<file path="src/hdl/assert_macros.svh">
// Assertion macros shared by the KEY1 cipher engine RTL.
// No dependencies; included by files that carry concurrent assertions.
`ifndef ASSERT_MACROS_SVH
`define ASSERT_MACROS_SVH

// Same-cycle implication, sampled on the rising clock, off during reset.
`define KEY1_ASSERT_IMP(label, ante, cons, msg) \
   label: assert property (@(posedge clock) disable iff (reset) (ante) |-> (cons)) \
      else $error(msg);

// Next-cycle implication, sampled on the rising clock, off during reset.
`define KEY1_ASSERT_NEXT(label, ante, cons, msg) \
   label: assert property (@(posedge clock) disable iff (reset) (ante) |=> (cons)) \
      else $error(msg);

`endif

</file>
<file path="src/hdl/key1_pkg.sv">
// Shared types, constants and helpers of the KEY1 cipher engine.
// No dependencies; imported by every module of the block.
package key1_pkg;

   localparam int TABLE_WORDS = 1042;
   localparam int ADDR_W      = 11;

   localparam logic [ADDR_W-1:0] S1_BASE     = 11'h012;
   localparam logic [ADDR_W-1:0] S2_BASE     = 11'h112;
   localparam logic [ADDR_W-1:0] S3_BASE     = 11'h212;
   localparam logic [ADDR_W-1:0] S4_BASE     = 11'h312;
   localparam logic [ADDR_W-1:0] TABLE_END   = 11'h412;
   localparam logic [ADDR_W-1:0] REROLL_LAST = 11'h410;
   localparam logic [3:0]        LAST_ROUND  = 4'hF;
   localparam logic [4:0]        P_LAST      = 5'h11;

   localparam logic [1:0] OP_LOAD    = 2'd0;
   localparam logic [1:0] OP_INIT    = 2'd1;
   localparam logic [1:0] OP_ENCRYPT = 2'd2;
   localparam logic [1:0] OP_DECRYPT = 2'd3;

   // One write port of a table memory.
   typedef struct packed {
      logic              en;
      logic [ADDR_W-1:0] addr;
      logic [31:0]       data;
   } key1_wr_type;

   function automatic logic [31:0] swap_bytes(input logic [31:0] v);
      return {v[7:0], v[15:8], v[23:16], v[31:24]};
   endfunction

endpackage

</file>
<file path="src/hdl/key1_cipher.sv">
// Iterative 16-round Feistel unit; reads P words and S-boxes from the key table.
// Depends on key1_pkg; one key table read per cycle, five reads per round.
module key1_cipher
   import key1_pkg::*;
(
   input  logic              clock,
   input  logic              reset,
   input  logic              start,
   input  logic              decrypt,
   input  logic [31:0]       in_lo,
   input  logic [31:0]       in_hi,
   input  logic [31:0]       key_rdata,
   output logic [ADDR_W-1:0] key_raddr,
   output logic              busy,
   output logic              done,
   output logic [31:0]       out_lo,
   output logic [31:0]       out_hi
);

   localparam logic [2:0] C_IDLE  = 3'd0;
   localparam logic [2:0] C_PWAIT = 3'd1;
   localparam logic [2:0] C_S1    = 3'd2;
   localparam logic [2:0] C_S2    = 3'd3;
   localparam logic [2:0] C_S3    = 3'd4;
   localparam logic [2:0] C_S4    = 3'd5;
   localparam logic [2:0] C_F1    = 3'd6;
   localparam logic [2:0] C_F2    = 3'd7;

   logic [2:0]  st_ff, st_in;
   logic [3:0]  rnd_ff, rnd_in;
   logic        dec_ff, dec_in;
   logic        done_ff, done_in;
   logic [31:0] a_ff, a_in, b_ff, b_in, t_ff, t_in, acc_ff, acc_in;
   logic [31:0] lo_ff, lo_in, hi_ff, hi_in;
   logic [31:0] t_now;
   logic [4:0]  pnext;

   assign t_now = key_rdata ^ b_ff;
   // Index of the P word for the next round, counted down when decrypting.
   assign pnext = dec_ff ? (P_LAST - {1'b0, rnd_ff + 4'd1}) : {1'b0, rnd_ff + 4'd1};

   always_comb begin
      st_in   = st_ff;
      rnd_in  = rnd_ff;
      dec_in  = dec_ff;
      a_in    = a_ff;
      b_in    = b_ff;
      t_in    = t_ff;
      acc_in  = acc_ff;
      lo_in   = lo_ff;
      hi_in   = hi_ff;
      done_in = 1'b0;
      key_raddr = '0;
      case (st_ff)
         C_IDLE: begin
            key_raddr = decrypt ? ADDR_W'(P_LAST) : '0;
            if (start) begin
               a_in   = in_lo;
               b_in   = in_hi;
               rnd_in = '0;
               dec_in = decrypt;
               st_in  = C_PWAIT;
            end
         end
         C_PWAIT: begin
            t_in      = t_now;
            key_raddr = S1_BASE + ADDR_W'(t_now[31:24]);
            st_in     = C_S1;
         end
         C_S1: begin
            acc_in    = key_rdata;
            key_raddr = S2_BASE + ADDR_W'(t_ff[23:16]);
            st_in     = C_S2;
         end
         C_S2: begin
            acc_in    = acc_ff + key_rdata;
            key_raddr = S3_BASE + ADDR_W'(t_ff[15:8]);
            st_in     = C_S3;
         end
         C_S3: begin
            acc_in    = acc_ff ^ key_rdata;
            key_raddr = S4_BASE + ADDR_W'(t_ff[7:0]);
            st_in     = C_S4;
         end
         C_S4: begin
            b_in = (acc_ff + key_rdata) ^ a_ff;
            a_in = t_ff;
            if (rnd_ff == LAST_ROUND) begin
               key_raddr = dec_ff ? ADDR_W'(5'd1) : ADDR_W'(P_LAST - 5'd1);
               st_in     = C_F1;
            end else begin
               rnd_in    = rnd_ff + 4'd1;
               key_raddr = ADDR_W'(pnext);
               st_in     = C_PWAIT;
            end
         end
         C_F1: begin
            lo_in     = b_ff ^ key_rdata;
            key_raddr = dec_ff ? '0 : ADDR_W'(P_LAST);
            st_in     = C_F2;
         end
         C_F2: begin
            hi_in   = a_ff ^ key_rdata;
            done_in = 1'b1;
            st_in   = C_IDLE;
         end
         default: begin
            st_in = C_IDLE;
         end
      endcase
   end

   always_ff @(posedge clock) begin
      if (reset) begin
         st_ff   <= C_IDLE;
         done_ff <= 1'b0;
      end else begin
         st_ff   <= st_in;
         done_ff <= done_in;
      end
      rnd_ff <= rnd_in;
      dec_ff <= dec_in;
      a_ff   <= a_in;
      b_ff   <= b_in;
      t_ff   <= t_in;
      acc_ff <= acc_in;
      lo_ff  <= lo_in;
      hi_ff  <= hi_in;
   end

   assign busy   = (st_ff != C_IDLE);
   assign done   = done_ff;
   assign out_lo = lo_ff;
   assign out_hi = hi_ff;

endmodule

</file>
<file path="config.mk">
export PLATFORM = sky130hd
export DESIGN_NAME = key1_cipher
export DESIGN_NICKNAME = d
export VERILOG_FILES = /design/src/hdl/assert_macros.svh /design/src/hdl/key1_pkg.sv /design/src/hdl/key1_cipher.sv
export SDC_FILE = /design/constraint.sdc
export NUM_CORES = 1
export LEC_CHECK = 0
export BUFFER_PORTS_ARGS = -buffer_cell sky130_fd_sc_hd__clkbuf_2
export CORE_MARGIN = 1.5
export CORE_UTILIZATION = 40
export DETAILED_ROUTE_END_ITERATION = 16
export SLEW_MARGIN = 5
export SYNTH_ARGS = -nofsm -noshare
export SYNTH_HDL_FRONTEND = slang
export SYNTH_SLANG_ARGS = --single-unit
</file>
<file path="constraint.sdc">
create_clock -name clock -period 8.12 [get_ports clock]
set_input_delay 0.812 -clock clock [delete_from_list [all_inputs] [get_ports clock]]
set_output_delay 0.812 -clock clock [all_outputs]
set_load 0.05 [all_outputs]
</file>
; ---- Word level (Yosys, flattened, before mapping)
; Cells that the tools add are included.
; Widths: inputs -> output; s select.
[classes]
add_sub_neg = 7
eq_ne = 10
muxes = 18
bitwise = 4
reduce_logical = 7
[op_table]
columns = operator, count
row1 = $pmux 32 s2, 2
row2 = $xor 32x32->32, 4
row3 = $pmux 32 s3, 1
row4 = $pmux 11 s7, 1
row5 = $mux 32, 2
row6 = $add 32x32->32, 1
row7 = $mux 5, 5
row8 = $pmux 3 s8, 1
row9 = $add 10x8->11 const A, 2
row10 = $eq 3x3->1 const B, 4
row11 = $add 9x8->10 const A, 1
row12 = $add 5x8->9 const A, 1
row13 = $mux 4, 2
row14 = $pmux 4 s2, 1
row15 = $eq 3x2->1 const B, 2
row16 = $mux 3, 2
row17 = $reduce_bool 3->1, 2
row18 = $sub 5x4->5 const A, 1
row19 = $add 4x1->4 const B, 1
row20 = $eq 4x4->1 const B, 1
row21 = $ne 2x2->1 const B, 2
row22 = $reduce_and 2->1, 2
row23 = $eq 3x1->1 const B, 1
row24 = $logic_not 3->1, 1
row25 = 3 further kinds, 3
[totals]
reg_bits = 201
out_inout_bits = 77
word_cells = 56

; ---- Longest topological paths before layout
[logic_depth]
word_depth = 5
ltp_mapped = 11
mapped_depth_nobuf = 11

; ---- Worst setup path before layout
; OpenSTA, ideal clock, no wires.
[synth_timing]
path_type = register to register
from = register st_ff[1]
to = register a_ff[0] (enable)
setup_ns = 0.575
t_arrival_ns = 6.038
path_slack_ns = 1.507
path_stages_with_launch = 6
period_less_slack_ns = 6.613
path_cell_list = dfxtp_1 > buf_4 > nor2_1 > clkbuf_1 > nand2_1 > o21ai_0
[synth_via]
elab_chain_len = 3
[synth_rtl]
columns = element, line
row1 = start: declaration, key1_cipher.sv:29  ; logic [2:0] st_ff, st_in;
row2 = start signal: assignment, key1_cipher.sv:118  ; st_ff <= st_in;
row3 = $eq 3x3->1 / $logic_not 3->1 (equally long branches), key1_cipher.sv:54  ; case (st_ff)
row4 = $reduce_bool 2->1 (no line) / $ne 2x2->1 (equally long branches), -
row5 = $reduce_and 2->1 (no line) (*), -
row6 = end signal: assignment, key1_cipher.sv:123  ; a_ff <= a_in;
row7 = end: declaration, key1_cipher.sv:33  ; logic [31:0] a_ff, a_in, b_ff, b_in, t_ff, t_in, acc_ff, acc_in;
; Mark *: on every way between the ends. The rest lies on a longest branch, timed or not.
; A chain may end at the register's enable or synchronous reset.

; ---- Worst setup path after layout
[layout_timing]
from = register st_ff[0]
to = output key_raddr[8]
[layout_via]
elab_chain_len = 2
[layout_rtl]
columns = element, line
row1 = $eq 3x3->1 (tied with other cells), key1_cipher.sv:54
row2 = $pmux 11 s7 (*), key1_cipher.sv:54
row3 = end: declaration, key1_cipher.sv:13  ; output logic [ADDR_W-1:0] key_raddr,
; Marks and branches as above.

==> results.toml <==
[status]
status = "finished clean"

[timing]
max_freq_mhz = 221.7
setup_violations = 0
drv_slew = 0
tns_ns = 0
timing.hold.ws_ns = 0.5118
tightest_slew_ns = 1.121
slew_headroom_pct = 24.99
fin_skew_ns = 0.02033
layout_min_cycle_time_ns = 4.510
rsz0062_at_grt = "false"
period_share_pct = 55.54
hold_violations = 0
setup_ws_ns = 3.610

[routing]
met2_length_um = 14410
drc = 0
route.met3.wl_um = 2376
vias_per_cell = 5.528
met1Wirelength_um = 14940
drt_iter0_markers = 806
num_vias = 8873
dr.max_layer_used = "met4"
routed_wl_um = 32550
dr.pass1.iters = 5
wire_per_inst_um = 20.28
ant_nets = 0

[synth]
yosysSeqAreaShare_pct = 52.99
avgSynthCellArea_um2 = 10.71
synth_top_cell_area_share_pct = 52.28
yosys-top-cells-area = "edfxtp_1, xor2_1, nand2_1"
async_reset_ff_share_pct = 0
ys_warn_count = 0
ys_types = 75
synth-seq-cells = 201
synth_area_um2 = 11320
synth_nets = 1195
synth_flop_cell = "edfxtp_1"
synthCells = 1057
synth_top_cell_by_area = "edfxtp_1"
synth_edf_count = 197

[setup_path]
critPathKind = "reg -> out"
worstPathMaxFanout = 34
cp_data_arrival_time_ns = 3.70
end_kind = "output pin"
required_ns = 7.31
r2r_cells = 6
critPathLaunchType = "register"

[place]
portBuffers = 176
placed_area_um2 = 12560
hpwlAfterDp_um = 22810
pre_cts_ws_ns = 4.254
place_congestion = 0.9124

[clock_tree]
cts_sinks = 201
post_cts_resized = 0
cts_setup_buffers = 0
h-tree-depth = 1
cts_tree = "yes"
clk_pin_slew_ns = 0.07
cts_made_buffers = 23
cts-root-buf = "clkbuf_16"
clk_latency_ns = 0.52
cts_hold_buffers = 0
clockBufferDepth = 3

[floorplanning]
ios = 177
die_width_um = 171.2
die_y_um = 171.2
die_area_um2 = 29310
initial_core_util_pct = 40.73
core_um2 = 27780
rows = 61

[power_and_ir_drop]
leakage_uw = 0.005297
vdd_drop_max_mv = 0.1359
power-per-cell-area_nw_per_um2 = 216.5

[layout]
multi_input_area_um2 = 5075
final_cell_mix = "edfxtp_1, clkbuf_2, nand2_1"
drive_gt1_share_pct = 19.72
post-route-cell-area_um2 = 13230
antenna_cells = 0
final-seq-area_um2 = 5997
layout.nets = 1353
area_growth_pct = 16.91
layout_commonest_cell = "edfxtp_1"
fillCellCount = 2668

[global_routing]
antenna_found_initial = 0
grt.total_usage_pct = 22.33
grt_pass1_vias = 8585
grt_pass1_wl_um = 49690
grt_overflow = 0
grt_start_max_net_pins = 96

[hold_path]
whs_path_depth = 2
hold_path_class = "reg -> reg"

[job]
maxCapViolCount = 0
## path summary, 6_finish.rpt
path,startpoint,to,slack [ns]
hold / removal,t_ff[29],a_ff[29],0.51
setup / recovery,st_ff[0],key_raddr[8],3.61
hold reg to reg,t_ff[29],a_ff[29],0.51
setup reg to reg,st_ff[0],a_ff[22],4.64
## layout make-up
class                   instances  share of cell area [%]
clock buffers                  27                   4.464
repair buffers                185                   7.169
multi-input cells             786                   38.36
flip-flops and latches        201                   45.33
clock inverters                10                  0.5864
well taps                     378                   3.575
inverters                      18                  0.5107
## power by group
part | leakage, µW | total (µW) | internal (µW) | switching [µW]
clock | 0.000327 | 966 | 547 | 418
sequential | 0.00186 | 1280 | 1230 | 46.0
combinational | 0.00311 | 618 | 225 | 393
## per-layer routing
metal | up-vias | GRT usage (%)
met5 | - | 0
met4 | 0 | 6.903
met3 | 47 | 3.175
met2 | 373 | 34.68
met1 | 4276 | 32.24
li1 | 4177 | -
## per-stage QoR
step	util [%]	power, µW	cells
after detailed placement	45.21	1912	1568
after global placement	45.21	1907	1568
after floorplan	-	1723	1057
final	47.62	2864	1605
after global routing	47.62	2991	1605
after CTS	47.62	2877	1605
## registers in the layout, summed over array words and instances, names as in the netlist, 3 cells and up
signal and flops:
a_ff 32, acc_ff 32, b_ff 32, out_hi 32
out_lo 32, rnd_ff 4, st_ff 3, t_ff 32
## synth_stat cells, types with 2 or more instances
library cell,number
a211oi_1,3
a21o_1,14
a21oi_1,66
a221o_1,4
a221oi_1,3
a22oi_1,25
a31oi_1,12
and2_1,3
and3_1,13
and4_1,2
buf_1,4
buf_2,8
clkbuf_1,36
clkbuf_2,2
dfxtp_1,4
edfxtp_1,197
ha_1,37
inv_1,16
mux2_2,2
mux2i_1,3
nand2_1,172
nand2b_1,4
nand3_1,15
nand3b_1,2
nand4_1,5
nor2_1,85
nor2b_1,4
nor3_1,6
nor4_1,2
o2111ai_1,3
o211ai_1,5
o21a_1,4
o21ai_0,68
o21ai_1,2
o21bai_1,7
o221ai_1,2
o22ai_1,24
o31ai_1,7
or3_1,2
xnor2_1,59
xnor3_1,3
xor2_1,89
## worst max-delay path: stages, from the launching register on
cell and delay, ns:
dfxtp_1 0.31, buf_4 0.40, nand2_1 0.60, nor2_2 1.02
nand3_1 0.17, nor2_1 0.14, a221o_1 0.14, a41o_1 0.11
clkbuf_2 0.28
## logic make-up (layout without fill, tap and decap cells)
logic type	after synthesis	count (layout)	synth area share, %
xor+xnor	151	151	12.05
compound gates	269	269	15.31
flops	201	201	52.99
simple gates	322	322	12.18
buf+inv	70	240	2.532
mux	6	6	0.6634
fa+ha+maj	38	38	4.268
(Power assumes the default switching activity.)
